File: src/rtl/core/ilist_pkg.sv
// Shared types and constants for the indexed list block.
// Holds list geometry, request and result encodings, and memory port structs.
// Depends on nothing; the top level, the sequencer and the testbench import it.
`timescale 1ns / 1ps
`default_nettype none

package ilist_pkg;

  // List geometry
  localparam int unsigned DEPTH  = 64;
  localparam int unsigned WIDTH  = 32;
  localparam int unsigned ADDR_W = $clog2(DEPTH);
  localparam int unsigned CNT_W  = $clog2(DEPTH + 1);

  // Request and result field widths
  localparam int unsigned KIND_W = 3;
  localparam int unsigned IDX_W  = 7;
  localparam int unsigned VAL_W  = 32;
  localparam int unsigned STAT_W = 2;
  localparam int unsigned LEN_W  = 7;

  // Signed compare width for index checks
  localparam int unsigned CMP_W = ((CNT_W > IDX_W) ? CNT_W : IDX_W) + 1;

  // Stream data widths, padded to whole bytes
  localparam int unsigned IN_FIELDS_W  = KIND_W + IDX_W + VAL_W;
  localparam int unsigned OUT_FIELDS_W = STAT_W + VAL_W + LEN_W;
  localparam int unsigned IN_TDATA_W   = ((IN_FIELDS_W + 7) / 8) * 8;
  localparam int unsigned OUT_TDATA_W  = ((OUT_FIELDS_W + 7) / 8) * 8;

  typedef logic signed [WIDTH-1:0]  elem_t;
  typedef logic signed [VAL_W-1:0]  val_t;
  typedef logic signed [IDX_W-1:0]  idx_t;
  typedef logic signed [CMP_W-1:0]  cmp_t;
  typedef logic [ADDR_W-1:0]        addr_t;
  typedef logic [CNT_W-1:0]         cnt_t;

  typedef enum logic [KIND_W-1:0] {
    K_APPEND = 3'd0,
    K_READ   = 3'd1,
    K_WRITE  = 3'd2,
    K_INSERT = 3'd3,
    K_DELETE = 3'd4,
    K_CLEAR  = 3'd5
  } kind_e;

  typedef enum logic [STAT_W-1:0] {
    ST_OK   = 2'd0,
    ST_PAST = 2'd1,
    ST_NEG  = 2'd2,
    ST_FULL = 2'd3
  } status_e;

  typedef enum logic [2:0] {
    S_IDLE,
    S_EXEC,
    S_RDWAIT,
    S_SHIFT,
    S_RESP
  } state_e;

  // Input payload, first field in the lowest bits
  typedef struct packed {
    logic [IN_TDATA_W-IN_FIELDS_W-1:0] pad;
    val_t                              value;
    idx_t                              index;
    logic [KIND_W-1:0]                 kind;
  } in_payload_t;

  // Output payload, first field in the lowest bits
  typedef struct packed {
    logic [OUT_TDATA_W-OUT_FIELDS_W-1:0] pad;
    logic [LEN_W-1:0]                    length;
    val_t                                read_value;
    status_e                             status;
  } out_payload_t;

  // Sequencer to element memory
  typedef struct packed {
    logic  we;
    addr_t waddr;
    elem_t wdata;
    addr_t raddr;
  } mem_req_t;

  // Sequencer status for the top level
  typedef struct packed {
    logic busy;
    cnt_t count;
  } ctrl_stat_t;

  // Store a request value in element width
  function automatic elem_t to_elem(val_t v);
    return elem_t'(v);
  endfunction

  // Sign-extend or trim an element to the result width
  function automatic val_t from_elem(elem_t e);
    return val_t'(e);
  endfunction

endpackage

`default_nettype wire

File: src/rtl/core/indexed_list_insert_delete.sv
// Indexed list of signed elements with append, read, write, insert, delete
// and clear requests.
// Slave stream takes one request: tdata = kind[2:0], index[9:3], value[41:10].
// Master stream returns one result per request:
//   tdata = status[1:0], read_value[33:2], length[40:34].
// A negative index counts back from the end of the list.
// One request is worked at a time; s_axis_tready is high only while idle.
// Append, write, clear and failed checks go from the check state straight to the
// result; a read first waits for the registered RAM read; insert and delete
// first walk the entries from the position to the end of the list.
// Insert and delete move one element per cycle through the single-port-pair
// element RAM (read one entry, write it one slot over the next cycle).
// The result reaches the master side from S_RESP through the output register.
// A finished result waits in the output register while the receiver stalls;
// the next request is taken meanwhile, and its result waits until the
// register is freed.
// Reset clears the length and the handshake state; element storage is not
// cleared and needs no clearing pass.
// Depends on ilist_pkg, ilist_ram and ilist_ctrl.
`timescale 1ns / 1ps
`default_nettype none

module indexed_list_insert_delete (
  input  wire logic                              clk_i,
  input  wire logic                              rst_ni,
  input  wire logic                              s_axis_tvalid,
  output logic                                   s_axis_tready,
  // kind [2:0], index [9:3], value [41:10], zero fill above
  input  wire logic [ilist_pkg::IN_TDATA_W-1:0]  s_axis_tdata,
  output logic                                   m_axis_tvalid,
  input  wire logic                              m_axis_tready,
  // status [1:0], read_value [33:2], length [40:34], zero fill above
  output logic      [ilist_pkg::OUT_TDATA_W-1:0] m_axis_tdata
);

  import ilist_pkg::*;

  mem_req_t   mem_req;
  elem_t      mem_rdata;
  ctrl_stat_t stat;

  // Element store
  ilist_ram #(
    .Width (WIDTH),
    .Depth (DEPTH)
  ) u_ram (
    .clk_i   (clk_i),
    .we_i    (mem_req.we),
    .waddr_i (mem_req.waddr),
    .wdata_i (mem_req.wdata),
    .raddr_i (mem_req.raddr),
    .rdata_o (mem_rdata)
  );

  // Request sequencer
  ilist_ctrl u_ctrl (
    .clk_i         (clk_i),
    .rst_ni        (rst_ni),
    .s_axis_tvalid (s_axis_tvalid),
    .s_axis_tready (s_axis_tready),
    .s_axis_tdata  (s_axis_tdata),
    .m_axis_tvalid (m_axis_tvalid),
    .m_axis_tready (m_axis_tready),
    .m_axis_tdata  (m_axis_tdata),
    .mem_o         (mem_req),
    .mem_rdata_i   (mem_rdata),
    .stat_o        (stat)
  );

`ifndef ASSERT_OFF
  // Length never exceeds the list depth
  a_count_bound: assert property (@(posedge clk_i) disable iff (!rst_ni)
    stat.count <= cnt_t'(DEPTH))
    else $error("list length above depth");

  // An accepted request starts the sequencer
  a_accept_busy: assert property (@(posedge clk_i) disable iff (!rst_ni)
    s_axis_tvalid && s_axis_tready |=> stat.busy)
    else $error("request accepted but sequencer idle");

  // The element store is written only while a request is worked
  a_write_busy: assert property (@(posedge clk_i) disable iff (!rst_ni)
    mem_req.we |-> stat.busy)
    else $error("element write while idle");
`endif

endmodule

`default_nettype wire

File: src/rtl/core/ilist_ram.sv
// Generic simple dual-port RAM: one write port, one read port, registered read.
// Used for the element store of the indexed list; no dependencies.
`timescale 1ns / 1ps
`default_nettype none

module ilist_ram #(
  parameter int unsigned Width = 32,
  parameter int unsigned Depth = 64
) (
  input  wire logic                     clk_i,
  input  wire logic                     we_i,
  input  wire logic [$clog2(Depth)-1:0] waddr_i,
  input  wire logic [Width-1:0]         wdata_i,
  input  wire logic [$clog2(Depth)-1:0] raddr_i,
  output logic      [Width-1:0]         rdata_o
);

  logic [Width-1:0] mem_q [Depth];
  logic [Width-1:0] rdata_q;

  // Write, then register the read data
  always_ff @(posedge clk_i) begin
    if (we_i) begin
      mem_q[waddr_i] <= wdata_i;
    end
    rdata_q <= mem_q[raddr_i];
  end

  assign rdata_o = rdata_q;

endmodule

`default_nettype wire

File: src/rtl/core/ilist_ctrl.sv
// Request sequencer of the indexed list: index checks, element shifting
// through the RAM, length register and the output register.
// Depends on ilist_pkg.
`timescale 1ns / 1ps
`default_nettype none

module ilist_ctrl (
  input  wire logic                               clk_i,
  input  wire logic                               rst_ni,
  input  wire logic                               s_axis_tvalid,
  output logic                                    s_axis_tready,
  input  wire logic [ilist_pkg::IN_TDATA_W-1:0]   s_axis_tdata,
  output logic                                    m_axis_tvalid,
  input  wire logic                               m_axis_tready,
  output logic      [ilist_pkg::OUT_TDATA_W-1:0]  m_axis_tdata,
  output ilist_pkg::mem_req_t                     mem_o,
  input  wire ilist_pkg::elem_t                   mem_rdata_i,
  output ilist_pkg::ctrl_stat_t                   stat_o
);

  import ilist_pkg::*;

  state_e       state_q, state_d;
  cnt_t         count_q, count_d;
  kind_e        kind_q, kind_d;
  idx_t         index_q, index_d;
  elem_t        value_q, value_d;
  addr_t        ptr_q, ptr_d;
  addr_t        wdst_q, wdst_d;
  addr_t        pos_q, pos_d;
  cnt_t         rem_q, rem_d;
  logic         pend_q, pend_d;
  status_e      res_status_q, res_status_d;
  val_t         res_data_q, res_data_d;
  logic         m_valid_q, m_valid_d;
  out_payload_t m_data_q, m_data_d;

  in_payload_t  in_req;
  cmp_t         idx_ext, cnt_ext, adj;
  status_e      chk;
  addr_t        pos;
  logic         full;
  logic         ins;

  assign in_req = in_payload_t'(s_axis_tdata);

  // Resolve the index against the current length
  always_comb begin
    idx_ext = cmp_t'(index_q);
    cnt_ext = cmp_t'(count_q);
    adj     = idx_ext + cnt_ext;
    chk     = ST_OK;
    pos     = idx_ext[ADDR_W-1:0];
    if (idx_ext >= cnt_ext) begin
      chk = ST_PAST;
    end else if (idx_ext < 0) begin
      pos = adj[ADDR_W-1:0];
      if (adj < 0) begin
        chk = ST_NEG;
      end
    end
  end

  assign full = (count_q == cnt_t'(DEPTH));
  assign ins  = (kind_q == K_INSERT);

  // Next state, memory accesses and result
  always_comb begin
    state_d      = state_q;
    count_d      = count_q;
    kind_d       = kind_q;
    index_d      = index_q;
    value_d      = value_q;
    ptr_d        = ptr_q;
    wdst_d       = wdst_q;
    pos_d        = pos_q;
    rem_d        = rem_q;
    pend_d       = pend_q;
    res_status_d = res_status_q;
    res_data_d   = res_data_q;
    m_valid_d    = m_valid_q && !m_axis_tready;
    m_data_d     = m_data_q;
    s_axis_tready = 1'b0;
    mem_o.we     = 1'b0;
    mem_o.waddr  = wdst_q;
    mem_o.wdata  = mem_rdata_i;
    mem_o.raddr  = ptr_q;

    unique case (state_q)
      S_IDLE: begin
        s_axis_tready = 1'b1;
        if (s_axis_tvalid) begin
          kind_d  = kind_e'(in_req.kind);
          index_d = in_req.index;
          value_d = to_elem(in_req.value);
          state_d = S_EXEC;
        end
      end

      S_EXEC: begin
        res_status_d = ST_OK;
        res_data_d   = '0;
        state_d      = S_RESP;
        unique case (kind_q)
          K_APPEND: begin
            if (full) begin
              res_status_d = ST_FULL;
            end else begin
              mem_o.we    = 1'b1;
              mem_o.waddr = count_q[ADDR_W-1:0];
              mem_o.wdata = value_q;
              count_d     = count_q + cnt_t'(1);
            end
          end
          K_READ: begin
            res_status_d = chk;
            if (chk == ST_OK) begin
              mem_o.raddr = pos;
              state_d     = S_RDWAIT;
            end
          end
          K_WRITE: begin
            res_status_d = chk;
            if (chk == ST_OK) begin
              mem_o.we    = 1'b1;
              mem_o.waddr = pos;
              mem_o.wdata = value_q;
            end
          end
          K_INSERT: begin
            res_status_d = chk;
            if (chk == ST_OK && full) begin
              res_status_d = ST_FULL;
            end else if (chk == ST_OK) begin
              // move entries pos..count-1 up, last one first
              pos_d   = pos;
              ptr_d   = count_q[ADDR_W-1:0] - addr_t'(1);
              rem_d   = count_q - cnt_t'(pos);
              pend_d  = 1'b0;
              state_d = S_SHIFT;
            end
          end
          K_DELETE: begin
            res_status_d = chk;
            if (chk == ST_OK) begin
              // move entries pos+1..count-1 down, first one first
              pos_d   = pos;
              ptr_d   = pos + addr_t'(1);
              rem_d   = count_q - cnt_t'(pos) - cnt_t'(1);
              pend_d  = 1'b0;
              state_d = S_SHIFT;
            end
          end
          K_CLEAR: begin
            count_d = '0;
          end
          default: begin
          end
        endcase
      end

      S_RDWAIT: begin
        res_data_d = from_elem(mem_rdata_i);
        state_d    = S_RESP;
      end

      S_SHIFT: begin
        // write back the entry read in the previous cycle
        if (pend_q) begin
          mem_o.we    = 1'b1;
          mem_o.waddr = wdst_q;
          mem_o.wdata = mem_rdata_i;
        end
        if (rem_q != '0) begin
          mem_o.raddr = ptr_q;
          pend_d      = 1'b1;
          wdst_d      = ins ? ptr_q + addr_t'(1) : ptr_q - addr_t'(1);
          ptr_d       = ins ? ptr_q - addr_t'(1) : ptr_q + addr_t'(1);
          rem_d       = rem_q - cnt_t'(1);
        end else begin
          pend_d = 1'b0;
          if (!pend_q) begin
            // drain done: place the new value or shrink the list
            if (ins) begin
              mem_o.we    = 1'b1;
              mem_o.waddr = pos_q;
              mem_o.wdata = value_q;
              count_d     = count_q + cnt_t'(1);
            end else begin
              count_d = count_q - cnt_t'(1);
            end
            state_d = S_RESP;
          end
        end
      end

      S_RESP: begin
        // hold until the output register is free
        if (!m_valid_q || m_axis_tready) begin
          m_valid_d           = 1'b1;
          m_data_d.pad        = '0;
          m_data_d.length     = LEN_W'(count_q);
          m_data_d.read_value = res_data_q;
          m_data_d.status     = res_status_q;
          state_d             = S_IDLE;
        end
      end

      default: begin
        state_d = S_IDLE;
      end
    endcase
  end

  // Control registers
  always_ff @(posedge clk_i or negedge rst_ni) begin
    if (!rst_ni) begin
      state_q   <= S_IDLE;
      count_q   <= '0;
      pend_q    <= 1'b0;
      m_valid_q <= 1'b0;
    end else begin
      state_q   <= state_d;
      count_q   <= count_d;
      pend_q    <= pend_d;
      m_valid_q <= m_valid_d;
    end
  end

  // Payload registers
  always_ff @(posedge clk_i) begin
    kind_q       <= kind_d;
    index_q      <= index_d;
    value_q      <= value_d;
    ptr_q        <= ptr_d;
    wdst_q       <= wdst_d;
    pos_q        <= pos_d;
    rem_q        <= rem_d;
    res_status_q <= res_status_d;
    res_data_q   <= res_data_d;
    m_data_q     <= m_data_d;
  end

  assign m_axis_tvalid = m_valid_q;
  assign m_axis_tdata  = m_data_q;
  assign stat_o.busy   = (state_q != S_IDLE);
  assign stat_o.count  = count_q;

endmodule

`default_nettype wire

File: config.mk
export PLATFORM = sky130hd
export DESIGN_NAME = indexed_list_insert_delete
export DESIGN_NICKNAME = d
export VERILOG_FILES = /design/src/rtl/core/ilist_pkg.sv /design/src/rtl/core/indexed_list_insert_delete.sv /design/src/rtl/core/ilist_ram.sv /design/src/rtl/core/ilist_ctrl.sv
export SDC_FILE = /design/constraint.sdc
export NUM_CORES = 2
export LEC_CHECK = 0
export BUFFER_PORTS_ARGS = -buffer_cell sky130_fd_sc_hd__buf_2
export CAP_MARGIN = 10
export CORE_AREA = 2 2 471 567
export CTS_CLUSTER_SIZE = 10
export DETAILED_ROUTE_END_ITERATION = 10
export DIE_AREA = 0 0 473 569
export SLEW_MARGIN = 20
export SYNTH_ARGS = -nofsm -noshare
export SYNTH_HDL_FRONTEND = slang
export SYNTH_HIERARCHICAL = 1
export SYNTH_SLANG_ARGS = --single-unit
File: constraint.sdc
create_clock -name clk_i -period 7 [get_ports clk_i]
set_clock_uncertainty 0.15 [all_clocks]
set_input_delay 1.4 -clock clk_i [delete_from_list [all_inputs] [get_ports clk_i]]
set_output_delay 1.4 -clock clk_i [all_outputs]
set_load 0.005 [all_outputs]
After elaboration in Yosys (flattened, before gate mapping)
Memory sizes are Yosys's and may differ from the RTL's. A register that Yosys moved wholly into a read port is not among the register bits.
Cells that the tools add are included.
{"block": "word_totals", "register_bits": 154, "latch_bits": 0, "mem_bits_rw": 2048, "romBits": 0, "out_inout_bits": 50, "memories": 1}
{"block": "classes", "addsub": 10, "n_mul": 0, "div": 0, "n_lt_le_gt_ge": 3, "n_eq_ne": 22, "n_shift": 0, "mux": 61, "bitwise": 0, "reduce_logical": 21}
{"memory": "u_ram.mem_q", "depth": 64, "word_bits": 32, "read_ports": 1, "rd_ports_with_merged_regs": 1, "wr": 1, "line": "ilist_ram.sv:18", "rtl": "logic [Width-1:0] mem_q [Depth];"}
{"cell": "2-to-1 mux 39 bit", "n": 6}
{"cell": "one-hot mux 45 bit (2 select lines)", "n": 1}
{"cell": "one-hot mux 39 bit (2 select lines)", "n": 1}
{"cell": "2-to-1 mux 6 bit", "n": 12}
{"cell": "one-hot mux 32 bit (2 select lines)", "n": 1}
{"cell": "2-to-1 mux 7 bit", "n": 8}
{"cell": "one-hot mux 7 bit (2 select lines)", "n": 4}
{"cell": "one-hot mux 6 bit (2 select lines)", "n": 3}
{"cell": "2-to-1 mux 3 bit", "n": 7}
{"cell": "subtractor 7 x 1 -> 7 bit (second input constant)", "n": 3}
{"cell": "one-hot mux 3 bit (5 select lines)", "n": 1}
{"cell": "adder 6 x 1 -> 6 bit (second input constant)", "n": 2}
{"cell": "equality test 3 x 2 -> 1 bit (second input constant)", "n": 4}
{"cell": "inequality test 3 bit (second input constant)", "n": 4}
{"cell": "subtractor 6 x 1 -> 6 bit (second input constant)", "n": 2}
{"cell": "2-to-1 mux 2 bit", "n": 5}
{"cell": "equality test 3 bit (second input constant)", "n": 3}
{"cell": "one-hot mux 3 bit (3 select lines)", "n": 1}
{"cell": "adder 7 x 8 -> 8 bit", "n": 1}
{"cell": ">= comparator 7 x 8 -> 1 bit", "n": 1}
{"cell": "< comparator 8 x 1 -> 1 bit (second input constant)", "n": 1}
{"cell": "2-to-1 mux 1 bit", "n": 8}
{"cell": "inequality test 2 bit (second input constant)", "n": 4}
{"cell": "adder 7 x 1 -> 7 bit (second input constant)", "n": 1}
{"cell": "22 further kinds", "n": 33}

Depth between registers and ports, before layout
{"block": "depth", "word_depth": 11, "ltp_mapped": 19, "depth_no_buf": 16}

Hierarchy
Netlist, hierarchy kept.
{"mod": "ilist_ram", "instances": 1, "cells_each": 3421, "area_per_inst_um2": 78491.5}
{"mod": "ilist_ctrl", "instances": 1, "cells_each": 660, "area_per_inst_um2": 8074.0}

Least setup slack after synthesis
OpenSTA, ideal clock, no wires.
{"block": "synth_timing", "path_kind": "register -> register", "startpoint": "register u_ctrl.count_q[1]", "endpoint": "memory u_ram.mem_q[50][0], enable pin", "setup_ns": 0.461, "t_arrival_ns": 5.244, "required_ns": 6.389, "setup_slack_ns": 1.145, "path_stages_with_launch": 14, "period_less_slack_ns": 5.855, "cell_sequence": "dfrtp_1 > inv_1 > ha_1 > nor2b_1 > o21a_1 > o21bai_1 > a21o_1 > a21oi_1 > a2bb2oi_2 > mux2_2 > o21a_1 > clkbuf_1 > nand4b_1 > nor3_1"}
{"item": "start: declaration", "line": "ilist_ctrl.sv:24", "rtl": "cnt_t count_q, count_d;"}
{"item": "start signal: assignment", "line": "ilist_ctrl.sv:224", "rtl": "count_q <= count_d;"}
{"item": "end: declaration", "line": "ilist_ram.sv:18"}

==> flow_summary.json <==
{
  "maxCapViolCount": 0,
  "gr-usage-all-layers": 0.1610,
  "clk_pin_slew_worst_paths_ps": 60,
  "r2r_slack_ps": 1130,
  "final_util": 0.3796,
  "area_growth_pct": 15.62,
  "finalSetupViolCount": 0,
  "grt_pass1_vias": 44230,
  "dr.pass1.iters": 9,
  "pwr-share-seq": 0.493,
  "r2r_end": "u_ram/rdata_o[0]$_DFF_P_",
  "wl_um": 219600,
  "gp_congestion": 0.8054,
  "drt-initial-drc-count": 4368,
  "mostFrequentLayoutCell": "edfxtp_1",
  "yosysTopAreaCellShare": 0.7597,
  "crit_type": "reg -> reg",
  "cp-startpoint": "u_ctrl/count_q[5]$_DFFE_PN0P_",
  "yosysWarnings": 6,
  "num_vias": 42830,
  "cts_tree": "done",
  "async_reset_ff_frac": 0.005372,
  "met3_usage": 0.02419,
  "worstMarginPinSlew_ps": 1111,
  "cts_resized": 0,
  "seq_area_frac_synth": 0.7706,
  "powerDensity_nw_per_um2": 336.5,
  "post_cts_buffers": 0,
  "grt-busiest-layer": "met2",
  "p_clk_frac": 0.365,
  "worstRegToRegCells": 15,
  "initial_core_util": 0.3283,
  "p_int_uw": 25200,
  "finalMaxSlewViolations": 0,
  "status": "complete, no violations",
  "slew_headroom": 0.2596,
  "grt_overflow": 0,
  "grt_use_met2": 0.2819,
  "avgSynthCellArea_um2": 21.21,
  "viasPerCell": 5.360,
  "die_h_um": 569,
  "synthCells": 4081,
  "ir_drop_v": 0.0002819,
  "yosys_most_used_dff": "edfxtp_1",
  "ant_nets": 0,
  "drive_gt1_frac": 0.2722,
  "dieArea_um2": 269100,
  "synth_area_leaders": "edfxtp_1 (76%), mux4_2 (13%), o22ai_1 (0.87%)",
  "cellLeakagePower_uw": 0.03127,
  "combPwrFrac": 0.142,
  "synth_edf_count": 2190,
  "cts_root_buf": "clkbuf_16",
  "p_sw_uw": 8478,
  "drc": 0,
  "total_power_uw": 33680,
  "rows": 207,
  "layout_common_cells": "edfxtp_1 (2190), mux4_2 (490), clkbuf_16 (285), buf_4 (180), o22ai_1 (120)",
  "clock_latency_ps": 890,
  "cts.htree.levels": 5,
  "rsz0062_at_grt": "no",
  "die_w_um": 473,
  "met1_usage": 0.2026,
  "hold_viol_final": 0,
  "clock_sinks": 2234,
  "netlist_area_um2": 86570,
  "fin_crit_sh": 0.8381,
  "core_um2": 263700,
  "synth_top_area_cell": "edfxtp_1",
  "crit_path_end": "u_ram/rdata_o[0]$_DFF_P_",
  "fin_tns_setup_ps": 0,
  "finalCriticalPeriod_ps": 5867,
  "path_cells": "inv_1, ha_1, and3_1, a21oi_1, nor2_1, a2bb2oi_2, nand3_1, mux2i_4, buf_4, buf_12, buf_4, mux4_2, a22oi_1, nand3_1, o211a_1",
  "cp_max_fo": 31,
  "hp-class": "in -> async",
  "cts_buffer_depth": 4,
  "critPathArrivalTime_ps": 6490,
  "place_hpwl_um": 127000,
  "crit_path_end_kind": "flop",
  "pin_count": 102,
  "timing.rr.start": "u_ctrl/count_q[5]$_DFFE_PN0P_",
  "ys_ff_latch": 2234,
  "cp.required_ps": 7620,
  "grt_max_degree": 65,
  "fmax_ghz": 0.1704,
  "cpPeakStageDelay_ps": 610,
  "power_switching_share": 0.2517,
  "wire_per_inst_um": 27.49,
  "slowest_stage": "mux2i_4",
  "final_nets": 4510,
  "cts_buffers": 276,
  "ctsHoldBuffers": 0,
  "start_kind": "flop",
  "portBuffers": 88,
  "antenna_found_initial": 5,
  "grt_pass1_wl_um": 315600,
  "yosysUniqueCellTypes": 89
}
==> cells by family (layout without fill, tap and decap cells) <==
kind of cell             Yosys count  in the layout  synth area share
AO/OA/AOI/OAI                    452            452           0.03579
XOR/XNOR                          35             35          0.003700
adder cells (fa/ha/maj)           29             29          0.004365
buffers and inverters            262            712           0.01625
flip-flops                      2234           2234            0.7706
multiplexers                     615            615            0.1428
other                              1             12        0.00004332
AND/OR/NAND/NOR                  453            453           0.02651
==> layer usage <==
metal | up-vias | part of all wire
li1 | 17720 | -
met1 | 23230 | 0.39
met2 | 1528 | 0.52
met3 | 350 | 0.057
met4 | 0 | 0.035
met5 | - | 0
==> worst min-delay path by stage <==
stage / end / startpoint / cells after the start
CTS: u_ctrl/m_axis_tvalid$_DFF_PN0_ / rst_ni / 1
global route: u_ctrl/m_axis_tvalid$_DFF_PN0_ / rst_ni / 1
global placement: u_ctrl/m_axis_tdata[0]$_DFFE_PP_ / u_ctrl/res_status_q[0]$_DFFE_PP_ / 0
detailed placement: u_ctrl/m_axis_tdata[25]$_DFFE_PP_ / u_ctrl/res_data_q[23]$_SDFFCE_PN0P_ / 0
finish: u_ctrl/m_axis_tvalid$_DFF_PN0_ / rst_ni / 1
floorplan: u_ctrl/m_axis_tdata[0]$_DFFE_PP_ / u_ctrl/res_status_q[0]$_DFFE_PP_ / 0
==> critical path, delay by kind of cell, from the launching register on <==
| family | cells | cell delay, ps |
|---|---|---|
| simple gates | 4 | 1150 |
| mux | 2 | 1160 |
| buf+inv | 4 | 1260 |
| fa+ha+maj | 1 | 420 |
| compound gates | 4 | 970 |
| flops | 1 | 600 |
==> state kept, by name (all words and copies together), names as in the netlist <==
signal                flops
u_ctrl/count_q            7
u_ctrl/index_q            7
u_ctrl/kind_q             3
u_ctrl/m_axis_tdata      41
u_ctrl/m_axis_tvalid      1
u_ctrl/pend_q             1
u_ctrl/pos_q              6
u_ctrl/ptr_q              6
u_ctrl/rem_q              7
u_ctrl/res_data_q        32
u_ctrl/res_status_q       2
u_ctrl/state_q            3
u_ctrl/value_q           32
u_ctrl/wdst_q             6
u_ram/mem_q            2048
u_ram/rdata_o            32
==> cells in the mapped netlist, types with 4 or more instances <==
cell type	number
a211oi_1	22
a21oi_1	54
a222oi_1	4
a22oi_1	67
a311oi_1	8
a31oi_1	14
and2_1	40
and3_1	12
buf_1	10
buf_2	58
buf_4	57
buf_6	17
clkbuf_1	82
clkbuf_2	4
dfrtp_1	12
dfxtp_1	32
edfxtp_1	2190
ha_1	27
inv_1	32
mux2_2	55
mux2i_1	69
mux4_2	490
nand2_1	99
nand2b_1	20
nand3_1	47
nand4_1	6
nor2_1	113
nor2b_1	35
nor3_1	26
nor4_1	19
o211a_1	7
o211ai_1	5
o21a_1	19
o21ai_0	47
o21ai_1	19
o221ai_1	26
o22ai_1	121
o31ai_1	7
or2_2	7
or3_1	6
xnor2_1	22
xor2_1	12
==> power groups by stage <==
stage	logic (uW)	clock network, uW	registers [uW]
global placement	4670	0	16900
detailed placement	4830	0	16900
floorplan	2960	0	16800
finish	4790	12300	16600
CTS	4830	12500	16600
global route	5180	13000	16600
==> area by class of cell <==
cell class                      instances  area, um^2
Tap cell                             3448        4314
Clock inverter                          9       56.30
Multi-Input combinational cell       1591       19110
Inverter                               33       123.9
Fill cell                           23530      163600
Sequential cell                      2234       66700
Antenna cell                            5       12.51
Clock buffer                          377        7477
Timing Repair Buffer                  293        2292
==> stage by stage <==
stage	cell area (um^2)	cells	setup WS, ps	hold WS [ps]
2_1_floorplan	86590	4087	1145	250.3
3_3_place_gp	92460	7599	1006	251.0
3_5_place_dp	92460	7599	1055	255.4
4_1_cts	99990	7985	1041	194.7
5_1_grt	100100	7986	739.1	229.3
6_report	100100	7990	1133	241.9
(Power assumes the default switching activity.)
